<file path="config.mk">
export PLATFORM = sky130hd
export DESIGN_NAME = adc_window_mean_altitude
export DESIGN_NICKNAME = d
export VERILOG_FILES = /design/src/sv/awm_pkg.sv /design/src/sv/adc_window_mean_altitude.sv /design/src/sv/awm_ram.sv /design/src/sv/awm_datapath.sv /design/src/sv/awm_ctrl.sv
export SDC_FILE = /design/constraint.sdc
export NUM_CORES = 1
export LEC_CHECK = 0
export BUFFER_PORTS_ARGS = -buffer_cell sky130_fd_sc_hd__buf_4
export CORE_MARGIN = 2
export CORE_UTILIZATION = 39
export DETAILED_ROUTE_END_ITERATION = 7
export PLACE_DENSITY = 0.66
export SKIP_CTS_REPAIR_TIMING = 1
export SLEW_MARGIN = 30
export SYNTH_ARGS = -nofsm -noshare
export SYNTH_HDL_FRONTEND = slang
export SYNTH_HIERARCHICAL = 1
export SYNTH_SLANG_ARGS = --single-unit
</file>
<file path="constraint.sdc">
create_clock -name aclk -period 8.15 [get_ports aclk]
set_input_delay 0.815 -clock aclk [delete_from_list [all_inputs] [get_ports aclk]]
set_output_delay 0.815 -clock aclk [all_outputs]
set_load 0.01 [all_outputs]
</file>
<file path="src/sv/awm_pkg.sv">
// Package for the ADC window mean and altitude block.
// Holds the channel payload types, the controller command and status structs,
// and the fixed constants. It depends on nothing else.
`timescale 1ns / 1ps

package awm_pkg;

    // Fixed field widths.
    localparam int SAMPLE_W = 12;
    localparam int DROP_W   = 12;
    localparam int PCT_W    = 8;

    // Default window length and the reset value of the drop register.
    localparam int                  WINDOW_DEFAULT = 20;
    localparam logic [DROP_W-1:0]   DROP_RESET     = 12'd1017;

    // Percent arithmetic.
    localparam int                  PCT_SCALE      = 100;
    localparam int                  PROD_W         = 19;   // 4095 * 100 fits in 19 bits
    localparam logic [PCT_W-1:0]    PCT_FULL       = 8'sd100;
    localparam logic [PCT_W-1:0]    PCT_SAT        = 8'h80; // -128
    localparam logic [PCT_W-1:0]    PCT_NONE       = 8'd0;
    localparam int                  Q_LIMIT        = 228;

    // Item kinds.
    localparam logic KIND_SAMPLE = 1'b0;
    localparam logic KIND_RECAL  = 1'b1;

    // Input transaction payload.
    typedef struct packed {
        logic                kind;
        logic [SAMPLE_W-1:0] sample;
    } awm_in_t;

    // Result transaction payload.
    typedef struct packed {
        logic [SAMPLE_W-1:0]     mean;
        logic signed [PCT_W-1:0] altitude_percent;
        logic                    calibrated;
    } awm_out_t;

    // Commands from the controller to the datapath.
    typedef struct packed {
        logic accept;
        logic update;
        logic calc_mean;
        logic div_start_pct;
        logic capture;
        logic scale;
        logic pct_write;
        logic load_out;
    } awm_cmd_t;

    // Status from the datapath to the controller.
    typedef struct packed {
        logic div_done;
        logic need_div;
        logic out_free;
    } awm_status_t;

endpackage

</file>
<file path="src/sv/adc_window_mean_altitude.sv">
// Top level of the ADC window mean and altitude block.
// Joins the controller and the datapath. Depends on awm_pkg, awm_ctrl, awm_datapath.
//
//   channel   ports                          payload
//   input     s_valid / s_ready / s_data     kind, sample
//   result    m_valid / m_ready / m_data     mean, altitude_percent, calibrated
//   config    cfg_wr_en / cfg_wr_data        drop
//
// One transaction at a time. A transaction takes longer when a percent division is needed;
// the percent division by the drop register, one quotient bit per cycle, sets this.
// The mean comes from a reciprocal multiply.
// Reset is synchronous and active low; the window reads as zero after reset.
// A result waiting in the output register does not block the next input transaction,
// but a finished transaction waits in its last state until the output register is free.
`timescale 1ns / 1ps

module adc_window_mean_altitude #(
    parameter int WINDOW = awm_pkg::WINDOW_DEFAULT
) (
    input  logic                        aclk,
    input  logic                        aresetn,
    input  logic                        s_valid,
    output logic                        s_ready,
    input  awm_pkg::awm_in_t            s_data,
    output logic                        m_valid,
    input  logic                        m_ready,
    output awm_pkg::awm_out_t           m_data,
    input  logic                        cfg_wr_en,
    input  logic [awm_pkg::DROP_W-1:0]  cfg_wr_data
);

    import awm_pkg::*;

    awm_cmd_t    cmd;
    awm_status_t status;

    // Sequencer.
    awm_ctrl u_ctrl (
        .aclk    (aclk),
        .aresetn (aresetn),
        .s_valid (s_valid),
        .status  (status),
        .s_ready (s_ready),
        .cmd     (cmd)
    );

    // Window, divider and result logic.
    awm_datapath #(
        .WINDOW (WINDOW)
    ) u_datapath (
        .aclk        (aclk),
        .aresetn     (aresetn),
        .cmd         (cmd),
        .status      (status),
        .s_data      (s_data),
        .cfg_wr_en   (cfg_wr_en),
        .cfg_wr_data (cfg_wr_data),
        .m_ready     (m_ready),
        .m_valid     (m_valid),
        .m_data      (m_data)
    );

endmodule

</file>
<file path="src/sv/awm_ram.sv">
// Generic single-port-write, single-port-read RAM with registered read data.
// Used for the sample window. Depends on nothing else.
`timescale 1ns / 1ps

module awm_ram #(
    parameter int WIDTH = 12,
    parameter int DEPTH = 20,
    parameter int AW    = (DEPTH > 1) ? $clog2(DEPTH) : 1
) (
    input  logic             aclk,
    input  logic             we,
    input  logic [AW-1:0]    waddr,
    input  logic [WIDTH-1:0] wdata,
    input  logic [AW-1:0]    raddr,
    output logic [WIDTH-1:0] rdata
);

    logic [WIDTH-1:0] mem [DEPTH];
    logic [WIDTH-1:0] rdata_reg;

    // Write port and registered read port.
    always_ff @(posedge aclk) begin
        if (we) begin
            mem[waddr] <= wdata;
        end
        rdata_reg <= mem[raddr];
    end

    assign rdata = rdata_reg;

endmodule

</file>
<file path="src/sv/awm_datapath.sv">
// Datapath of the ADC window mean and altitude block: window RAM, running sum,
// reciprocal multiply for the mean, restoring divider for the percent, reference
// capture, percent logic and output register. Depends on awm_pkg and awm_ram.
`timescale 1ns / 1ps

module awm_datapath #(
    parameter int WINDOW = awm_pkg::WINDOW_DEFAULT
) (
    input  logic                            aclk,
    input  logic                            aresetn,
    input  awm_pkg::awm_cmd_t               cmd,
    output awm_pkg::awm_status_t            status,
    input  awm_pkg::awm_in_t                s_data,
    input  logic                            cfg_wr_en,
    input  logic [awm_pkg::DROP_W-1:0]      cfg_wr_data,
    input  logic                            m_ready,
    output logic                            m_valid,
    output awm_pkg::awm_out_t               m_data
);

    import awm_pkg::*;

    localparam int SLOT_W     = (WINDOW > 1) ? $clog2(WINDOW) : 1;
    localparam int SUM_MAX    = WINDOW * ((1 << SAMPLE_W) - 1);
    localparam int SUM_W      = $clog2(SUM_MAX + 1);
    localparam int HALF       = WINDOW / 2;
    localparam int MEAN_DVD_W = $clog2(SUM_MAX + HALF + 1);
    localparam int DIV_W      = PROD_W;
    localparam int CNT_W      = $clog2(DIV_W + 1);

    // Reciprocal of the window length: floor(2^RECIP_SH / WINDOW) + 1 with
    // RECIP_SH = dividend bits + ceil(log2(WINDOW)) gives the exact floor quotient
    // for every dividend that fits in MEAN_DVD_W bits.
    localparam int                RECIP_SH = MEAN_DVD_W + $clog2(WINDOW);
    localparam int                RECIP_W  = MEAN_DVD_W + 1;
    localparam logic [RECIP_W-1:0] RECIP   = RECIP_W'((1 << RECIP_SH) / WINDOW + 1);
    localparam int                MPROD_W  = MEAN_DVD_W + RECIP_W;

    // Latched item.
    logic                kind_reg;
    logic [SAMPLE_W-1:0] sample_reg;

    // Window state.
    logic [SLOT_W-1:0]   slot_reg;
    logic [WINDOW-1:0]   valid_reg;
    logic [SUM_W-1:0]    sum_reg;
    logic [SAMPLE_W-1:0] ram_rdata;
    logic [SAMPLE_W-1:0] old_sample;
    logic                ram_we;

    // Mean by reciprocal multiplication.
    logic [MEAN_DVD_W-1:0] mean_dvd;
    logic [MPROD_W-1:0]    mean_prod;
    logic [SAMPLE_W-1:0]   mean_quot;

    // Reference and configuration.
    logic [DROP_W-1:0]   drop_reg;
    logic [SAMPLE_W-1:0] landed_reg;
    logic                have_ref_reg;
    logic [SAMPLE_W-1:0] mean_reg;
    logic [PCT_W-1:0]    pct_reg;
    logic [PROD_W-1:0]   prod_reg;

    // Divider.
    logic [DIV_W-1:0]    dvd_reg;
    logic [DIV_W-1:0]    dvd_next;
    logic [DROP_W-1:0]   rem_reg;
    logic [DROP_W-1:0]   rem_next;
    logic [DROP_W-1:0]   dvs_reg;
    logic [CNT_W-1:0]    cnt_reg;
    logic                busy_reg;
    logic [DROP_W:0]     rem_shift;
    logic [DROP_W:0]     rem_diff;

    // Percent helpers.
    logic [SAMPLE_W-1:0] bottom;
    logic [SAMPLE_W-1:0] above;
    logic                landed_low;
    logic                mean_low;
    logic                drop_zero;
    logic [SAMPLE_W-1:0] new_mean;

    // Output register.
    logic                m_valid_reg;
    awm_out_t            m_data_reg;

    awm_ram #(
        .WIDTH (SAMPLE_W),
        .DEPTH (WINDOW)
    ) u_ram (
        .aclk  (aclk),
        .we    (ram_we),
        .waddr (slot_reg),
        .wdata (sample_reg),
        .raddr (slot_reg),
        .rdata (ram_rdata)
    );

    // An entry never written since reset reads as zero.
    assign old_sample = valid_reg[slot_reg] ? ram_rdata : '0;
    assign ram_we     = cmd.update && (kind_reg == KIND_SAMPLE);

    // Item latch, window update and drop register.
    always_ff @(posedge aclk) begin
        if (!aresetn) begin
            slot_reg  <= '0;
            valid_reg <= '0;
            sum_reg   <= '0;
            drop_reg  <= DROP_RESET;
        end else begin
            if (cfg_wr_en) begin
                drop_reg <= cfg_wr_data;
            end
            if (ram_we) begin
                sum_reg <= sum_reg - SUM_W'(old_sample) + SUM_W'(sample_reg);
                valid_reg[slot_reg] <= 1'b1;
                if (slot_reg == SLOT_W'(WINDOW - 1)) begin
                    slot_reg <= '0;
                end else begin
                    slot_reg <= slot_reg + SLOT_W'(1);
                end
            end
        end
    end

    always_ff @(posedge aclk) begin
        if (cmd.accept) begin
            kind_reg   <= s_data.kind;
            sample_reg <= s_data.sample;
        end
    end

    // Rounded mean: (sum + WINDOW/2) times the reciprocal, top bits kept.
    assign mean_dvd  = MEAN_DVD_W'(sum_reg) + MEAN_DVD_W'(HALF);
    assign mean_prod = MPROD_W'(mean_dvd) * MPROD_W'(RECIP);
    assign mean_quot = mean_prod[RECIP_SH +: SAMPLE_W];

    // One restoring step: shift in the next dividend bit, subtract if it fits.
    always_comb begin
        rem_shift = {rem_reg, dvd_reg[DIV_W-1]};
        rem_diff  = rem_shift - {1'b0, dvs_reg};
        if (rem_shift >= {1'b0, dvs_reg}) begin
            rem_next = rem_diff[DROP_W-1:0];
            dvd_next = {dvd_reg[DIV_W-2:0], 1'b1};
        end else begin
            rem_next = rem_shift[DROP_W-1:0];
            dvd_next = {dvd_reg[DIV_W-2:0], 1'b0};
        end
    end

    // Percent divider, one quotient bit per cycle; the register also carries the mean.
    always_ff @(posedge aclk) begin
        if (!aresetn) begin
            busy_reg <= 1'b0;
            cnt_reg  <= '0;
        end else if (cmd.calc_mean) begin
            dvd_reg  <= DIV_W'(mean_quot);
        end else if (cmd.div_start_pct) begin
            dvd_reg  <= DIV_W'(prod_reg);
            dvs_reg  <= drop_reg;
            rem_reg  <= '0;
            cnt_reg  <= CNT_W'(DIV_W);
            busy_reg <= 1'b1;
        end else if (busy_reg) begin
            dvd_reg <= dvd_next;
            rem_reg <= rem_next;
            cnt_reg <= cnt_reg - CNT_W'(1);
            if (cnt_reg == CNT_W'(1)) begin
                busy_reg <= 1'b0;
            end
        end
    end

    // Percent decision terms, from the captured reference and the live drop.
    assign new_mean   = dvd_reg[SAMPLE_W-1:0];
    assign bottom     = landed_reg - drop_reg;
    assign above      = mean_reg - bottom;
    assign landed_low = landed_reg < drop_reg;
    assign mean_low   = mean_reg < bottom;
    assign drop_zero  = (drop_reg == '0);

    // Mean capture, reference capture and percent result.
    always_ff @(posedge aclk) begin
        if (!aresetn) begin
            have_ref_reg <= 1'b0;
            landed_reg   <= '0;
        end else if (cmd.capture) begin
            if ((kind_reg == KIND_RECAL) || (!have_ref_reg && (new_mean != '0))) begin
                landed_reg   <= new_mean;
                have_ref_reg <= 1'b1;
            end
        end
    end

    always_ff @(posedge aclk) begin
        if (cmd.capture) begin
            mean_reg <= new_mean;
        end
        if (cmd.scale) begin
            prod_reg <= PROD_W'(above) * PROD_W'(PCT_SCALE);
            if (!have_ref_reg) begin
                pct_reg <= PCT_NONE;
            end else if (landed_low || mean_low) begin
                pct_reg <= PCT_FULL;
            end else if (drop_zero) begin
                pct_reg <= (mean_reg > bottom) ? PCT_SAT : PCT_FULL;
            end else begin
                pct_reg <= PCT_NONE;
            end
        end else if (cmd.pct_write) begin
            if (dvd_reg > DIV_W'(Q_LIMIT)) begin
                pct_reg <= PCT_SAT;
            end else begin
                pct_reg <= PCT_FULL - dvd_reg[PCT_W-1:0];
            end
        end
    end

    // Output register parts the result channel from the work in progress.
    always_ff @(posedge aclk) begin
        if (!aresetn) begin
            m_valid_reg <= 1'b0;
        end else if (cmd.load_out) begin
            m_valid_reg <= 1'b1;
        end else if (m_ready) begin
            m_valid_reg <= 1'b0;
        end
    end

    always_ff @(posedge aclk) begin
        if (cmd.load_out) begin
            m_data_reg.mean             <= mean_reg;
            m_data_reg.altitude_percent <= pct_reg;
            m_data_reg.calibrated       <= have_ref_reg;
        end
    end

    assign m_valid = m_valid_reg;
    assign m_data  = m_data_reg;

    assign status.div_done = busy_reg && (cnt_reg == CNT_W'(1));
    assign status.need_div = have_ref_reg && !landed_low && !mean_low && !drop_zero;
    assign status.out_free = !m_valid_reg || m_ready;

endmodule

</file>
<file path="src/sv/awm_ctrl.sv">
// Controller of the ADC window mean and altitude block: a one-hot state machine
// that steps one transaction through the datapath. Depends on awm_pkg.
`timescale 1ns / 1ps

module awm_ctrl (
    input  logic                  aclk,
    input  logic                  aresetn,
    input  logic                  s_valid,
    input  awm_pkg::awm_status_t  status,
    output logic                  s_ready,
    output awm_pkg::awm_cmd_t     cmd
);

    import awm_pkg::*;

    typedef enum logic [8:0] {
        ST_IDLE    = 9'b0_0000_0001,
        ST_READ    = 9'b0_0000_0010,
        ST_MSTART  = 9'b0_0000_0100,
        ST_CAPTURE = 9'b0_0000_1000,
        ST_SCALE   = 9'b0_0001_0000,
        ST_PSTART  = 9'b0_0010_0000,
        ST_PDIV    = 9'b0_0100_0000,
        ST_PWRITE  = 9'b0_1000_0000,
        ST_FINISH  = 9'b1_0000_0000
    } state_t;

    state_t state_reg;
    state_t state_next;

    // Next state and commands.
    always_comb begin
        state_next = state_reg;
        cmd        = '0;
        s_ready    = 1'b0;
        case (state_reg)
            ST_IDLE: begin
                s_ready    = 1'b1;
                cmd.accept = s_valid;
                if (s_valid) begin
                    state_next = ST_READ;
                end
            end
            ST_READ: begin
                cmd.update = 1'b1;
                state_next = ST_MSTART;
            end
            ST_MSTART: begin
                cmd.calc_mean = 1'b1;
                state_next    = ST_CAPTURE;
            end
            ST_CAPTURE: begin
                cmd.capture = 1'b1;
                state_next  = ST_SCALE;
            end
            ST_SCALE: begin
                cmd.scale  = 1'b1;
                state_next = status.need_div ? ST_PSTART : ST_FINISH;
            end
            ST_PSTART: begin
                cmd.div_start_pct = 1'b1;
                state_next        = ST_PDIV;
            end
            ST_PDIV: begin
                if (status.div_done) begin
                    state_next = ST_PWRITE;
                end
            end
            ST_PWRITE: begin
                cmd.pct_write = 1'b1;
                state_next    = ST_FINISH;
            end
            ST_FINISH: begin
                if (status.out_free) begin
                    cmd.load_out = 1'b1;
                    state_next   = ST_IDLE;
                end
            end
            default: begin
                state_next = ST_IDLE;
            end
        endcase
    end

    // State register.
    always_ff @(posedge aclk) begin
        if (!aresetn) begin
            state_reg <= ST_IDLE;
        end else begin
            state_reg <= state_next;
        end
    end

endmodule

</file>
==> After elaboration in Yosys (flattened, before gate mapping) <==
Memory sizes are Yosys's and may differ from the RTL's. A register that Yosys moved wholly into a read port is not among the register bits.
Index checks and enable logic that the tools add are counted.
{ "totals": {"wordCells": 128, "ff_bits": 197, "ram_bits": 240, "n_memories": 1, "in_bits": 30, "output_inout_bits": 23} }
{ "op_classes": {"n_mux": 43, "mul": 2, "n_addsub": 9, "bitwise": 3, "n_reduce_logical": 27, "order_cmp": 7, "n_eq_ne": 14} }
{ "memory_table": {"columns": ["memory", "depth", "width", "read_ports", "rd_ports_with_merged_regs", "wr", "line_no", "text"], "rows": [
  ["u_datapath.u_ram.mem", 20, 12, 1, 1, 1, "awm_ram.sv:18", "logic [WIDTH-1:0] mem [DEPTH];"]
]} }
{ "ops": {"columns": ["cell", "count"], "rows": [
  ["one-hot mux 9 bit (9 select lines)", 1],
  ["two-way mux 8 bit", 7],
  ["two-way mux 12 bit", 4],
  ["two-way mux 19 bit", 2],
  ["two-way mux 9 bit", 4],
  ["subtractor 12 bit", 3],
  ["multiplier 17 x 16 -> 32 bit (second input constant)", 1],
  ["< comparator 12 bit", 2],
  ["two-way mux 1 bit", 20],
  ["bitwise OR 20 bit", 1],
  ["> comparator 19 x 8 -> 1 bit (second input constant)", 1],
  ["adder 17 x 12 -> 17 bit", 1],
  ["adder 17 x 4 -> 17 bit (second input constant)", 1],
  ["multiplier 12 x 5 -> 17 bit (second input constant)", 1],
  ["subtractor 17 x 12 -> 17 bit", 1],
  ["two-way mux 5 bit", 3],
  ["greater-or-equal comparator 13 x 12 -> 1 bit", 1],
  ["> comparator 12 bit", 1],
  ["zero test 12 bit", 1],
  ["nonzero test 12 bit", 1],
  ["== test 9 x 1 -> 1 bit (second input constant)", 1],
  ["== test 9 x 2 -> 1 bit (second input constant)", 1],
  ["== test 9 x 3 -> 1 bit (second input constant)", 1],
  ["== test 9 x 4 -> 1 bit (second input constant)", 1],
  ["23 further kinds", 44]
]} }

==> Depth between registers and ports, before layout <==
{ "logic_depth": {"word_depth": 7, "ltp_mapped": 27, "depth_no_buf": 27} }

==> Modules after synthesis <==
Netlist, hierarchy kept.
{ "by_module_without_submodules": {"columns": ["module", "area_per_inst_um2", "n_inst", "seq_area_each_um2", "cells_each"], "rows": [
  ["awm_datapath", 16121.7, 1, 4904.7, 1611],
  ["awm_ram", 9567.9, 1, 7447.1, 465],
  ["awm_ctrl", 528.0, 1, 180.2, 64]
]} }

==> Worst setup path before layout <==
OpenSTA, ideal clock, no wires.
{ "synth_path": {"kind": "register to register", "start": "register u_datapath.sum_reg[2]", "end": "register u_datapath.dvd_reg[10], data pin", "required_ns": 7.883, "period_less_slack_ns": 6.574, "path_stages_with_launch": 25, "t_arrival_ns": 6.306, "path_slack_ns": 1.576, "setup_ns": 0.267, "path_buffers": 0, "cell_sequence": "dfxtp_1 -> ha_1 -> nor2_1 -> nor2_1 -> nand3_1 -> xnor2_1 -> ha_1 -> fa_1 -> fa_1 -> inv_1 -> fa_1 -> inv_1 -> fa_1 -> inv_1 -> fa_1 -> inv_1 -> ha_1 -> nand2_1 -> nor4_1 -> nand4_1 -> a311oi_2 -> o21ai_2 -> o211a_1 -> xor2_1 -> a21oi_2"} }
{ "synth_between": {"elab_chain_cells": 3} }
{ "synth_lines": {"columns": ["element", "line_no", "text"], "rows": [
  ["start, declared", "awm_datapath.sv:46", "logic [SUM_W-1:0] sum_reg;"],
  ["start signal, assigned", "awm_datapath.sv:115", "sum_reg <= sum_reg - SUM_W'(old_sample) + SUM_W'(sample_reg);"],
  ["adder 17 x 4 -> 17 bit", "awm_datapath.sv:134", "assign mean_dvd = MEAN_DVD_W'(sum_reg) + MEAN_DVD_W'(HALF);"],
  ["multiplier 17 x 16 -> 32 bit", "awm_datapath.sv:135", "assign mean_prod = MPROD_W'(mean_dvd) * MPROD_W'(RECIP);"],
  ["two-way mux 12 bit", "awm_datapath.sv:156", "end else if (cmd.calc_mean) begin"],
  ["end signal, assigned", "awm_datapath.sv:157", "dvd_reg <= DIV_W'(mean_quot);"],
  ["end signal, assigned", "awm_datapath.sv:159", "dvd_reg <= DIV_W'(prod_reg);"],
  ["end signal, assigned", "awm_datapath.sv:165", "dvd_reg <= dvd_next;"],
  ["end, declared", "awm_datapath.sv:65", "logic [DIV_W-1:0] dvd_reg;"]
]} }
Every way passes these cells.
A chain may end at the register's enable or synchronous reset.

==> Final worst setup path <==
Same ends and word-level chain as after synthesis.

==> metrics.txt <==
worst path arrival time about 7.6 ns; Final period util 0.894; EDFF count, synth 354; Setup crit start u_datapath/sum_reg[2]; Mean Syn Cell Area 12.3 um^2; Total Wirelength just under 60 mm; FFs w/ async S/R, synth 0; worst slack, placed 0.804 ns; TritonCTS buffer count 46; # Max-Cap Violations 0; via count 16400; Die ar. 69300 um^2; worst setup margin 0.867 ns; Die Wd 263 um; total track usage 0.165; setup_tns 0 ns; Critical Path RT approximately 8.5 ns; post-route clock skew 0.0267 ns; Pleak 11.7 nW; Initial DRC Count 1026; Area growth syn-to-layout 11.5%; R2R Path End u_datapath/dvd_reg[10]; CP endpoint kind flip-flop; Final Setup Violations 0; ant diodes 0; Worst Tran Pin Value 0.982 ns; R2R setup slack 0.87 ns; max reg flops 240; # fillers 6191; # DRC 0; GRT Residual Overflow 0; pwr dens 241 nW/um^2; final instance area roughly 30000 um^2; Top Ports 53; Fmax 137 MHz; Cell Area, Synth 26200 um^2; core box area 66800 um^2; crit path time final 7.28 ns; IO buf count 52; maximum VDD drop 0.208 mV; RSZ-0062 raised after global routing no; final-report hold violation count 0; synth unique cells 85; Die Y roughly 260 um; R2R depth 24; DP HPWL 41.5 mm; maximum buffer depth of the clock tree 3; first-pass iteration count of the detailed router 5; worst r2r src u_datapath/sum_reg[2]; Rows 95; RePlAce Congestion 0.893; max-slew violation count 0; via/cell ratio roughly 5.2; critical path class flip-flop to flip-flop; min-delay src s_data[8]; Post-Syn Nets roughly 2500; synth warn 6; sequential share of the synthesized area 0.478; Synth Instances 2140; status complete, no violations; share of layout cells above drive strength 1 0.111; CTS Sinks 449; number of global-route vias before repair 16700; H-tree levels 2; Placed Area 27700 um^2; startpoint types flip-flop; worst skew pair latency 0.59 ns; Worst-path clk slew around 0.060 ns; Hold Path Class input pin to flip-flop; Synth Flop Type edfxtp_1; CP Capture Point u_datapath/dvd_reg[10]; number of routed nets with antenna violations 0; first-pass GRT wire length approximately 90 mm; Initial Util 0.392; initial antenna violation count 1; CP max FO 6; DR WL/cell 18.5 um; FF+latch count, synth 449; pin count of the biggest net entering global routing 86; Root Buffer clkbuf_16; final net count 2580; CTS tree done; Slew headroom 0.343
## Yosys cell counts, types with 53 or more instances
library cell	number	area, um^2
nand2_1	82	308
xnor2_1	60	526
fa_1	108	2160
o21ai_0	53	265
a21oi_1	55	275
ha_1	230	2880
dfxtp_1	95	1900
inv_1	299	1120
nor2b_1	65	407
mux2i_1	77	771
edfxtp_1	354	10600
nor2_1	105	394
## routing by layer
layer	up-vias	part of all wire	track usage
met5	-	0	0
met4	0	0.025	0.0493
met3	84	0.038	0.0236
met2	304	0.51	0.295
met1	8195	0.43	0.208
li1	7792	-	-
## area by class of cell
class	instances	area, um^2	area share
repair buffers	84	626	0.0214
well taps	873	1090	0.0374
clock buffers	60	1280	0.0437
flip-flops and latches	449	12500	0.429
inverters	300	1130	0.0385
multi-input cells	1331	12300	0.421
clock inverters	25	274	0.00937
## cell usage in the layout, fill, tap and decap left out, types with 11 or more instances in the layout
master / count
edfxtp_1: 354
inv_1: 299
ha_1: 230
fa_1: 108
nor2_1: 100
dfxtp_1: 93
buf_4: 82
nand2_1: 82
mux2i_1: 77
nor2b_1: 62
xnor2_1: 60
a21oi_1: 55
o21ai_0: 53
clkbuf_16: 49
mux4_2: 43
nand3_1: 40
a22oi_1: 37
xor2_1: 30
nor3_1: 25
nand4_1: 23
a31oi_1: 23
and2_1: 20
a21o_1: 20
nor4_1: 19
nand2b_1: 18
o21a_1: 17
a211oi_1: 16
o211ai_1: 13
and3_1: 12
mux2_2: 12
nand3b_1: 11
## per-stage QoR
step           power [mW]  hold WS, ns  utilization  std cells
2_1_floorplan        4.36        0.400            -       2140
3_3_place_gp         4.89        0.403        0.414       3035
3_5_place_dp         4.94        0.408        0.414       3035
4_1_cts              7.12        0.366        0.437       3120
5_1_grt              7.51        0.366        0.438       3122
6_report             7.04        0.400        0.438       3122
## report_power, final
part / switching [mW] / leakage [nW] / total, mW / internal, mW
registers: 0.115 / 3.94 / 2.73 / 2.62
logic: 1.27 / 7.00 / 2.15 / 0.882
clock network: 0.909 / 0.747 / 2.15 / 1.24
total: 2.29 / 11.7 / 7.04 / 4.75
## how the worst min path moves through the flow
stage	to	depth (start not counted)
after floorplan	u_datapath/m_data[1]	0
after global placement	u_datapath/m_data[5]	0
after detailed placement	u_datapath/m_data[8]	0
after CTS	u_datapath/sample_reg[8]	1
after global routing	u_datapath/sample_reg[8]	1
final	u_datapath/sample_reg[8]	1
## worst max-delay path, cell delays in order, from the launching register on
cell      delay (ns)
dfxtp_1         0.41
ha_1            0.23
nor2_1          0.05
nor2_1          0.38
nand3_1         0.16
xnor2_1         0.49
ha_1            0.42
fa_1            0.53
fa_1            0.55
inv_1           0.06
fa_1            0.55
inv_1           0.06
fa_1            0.54
inv_1           0.06
fa_1            0.53
inv_1           0.04
ha_1            0.34
nand2_1         0.10
nor4_1          0.28
nand4_1         0.18
a311oi_2        0.40
o21ai_2         0.14
o211a_1         0.27
xor2_1          0.17
a21oi_2         0.07
## logic make-up after synthesis
kind of cell               count (synthesis)  share of synthesized area
xor gates and xnor gates                  90                     0.0301
buffers and inverters                    360                     0.0545
DFF                                      449                      0.478
adders and majority gates                338                      0.192
muxes                                    132                     0.0715
and+or+nand+nor                          467                     0.0952
AOI/OAI and AO/OA                        304                     0.0786
No activity file was read; power rests on OpenSTA's default activity.
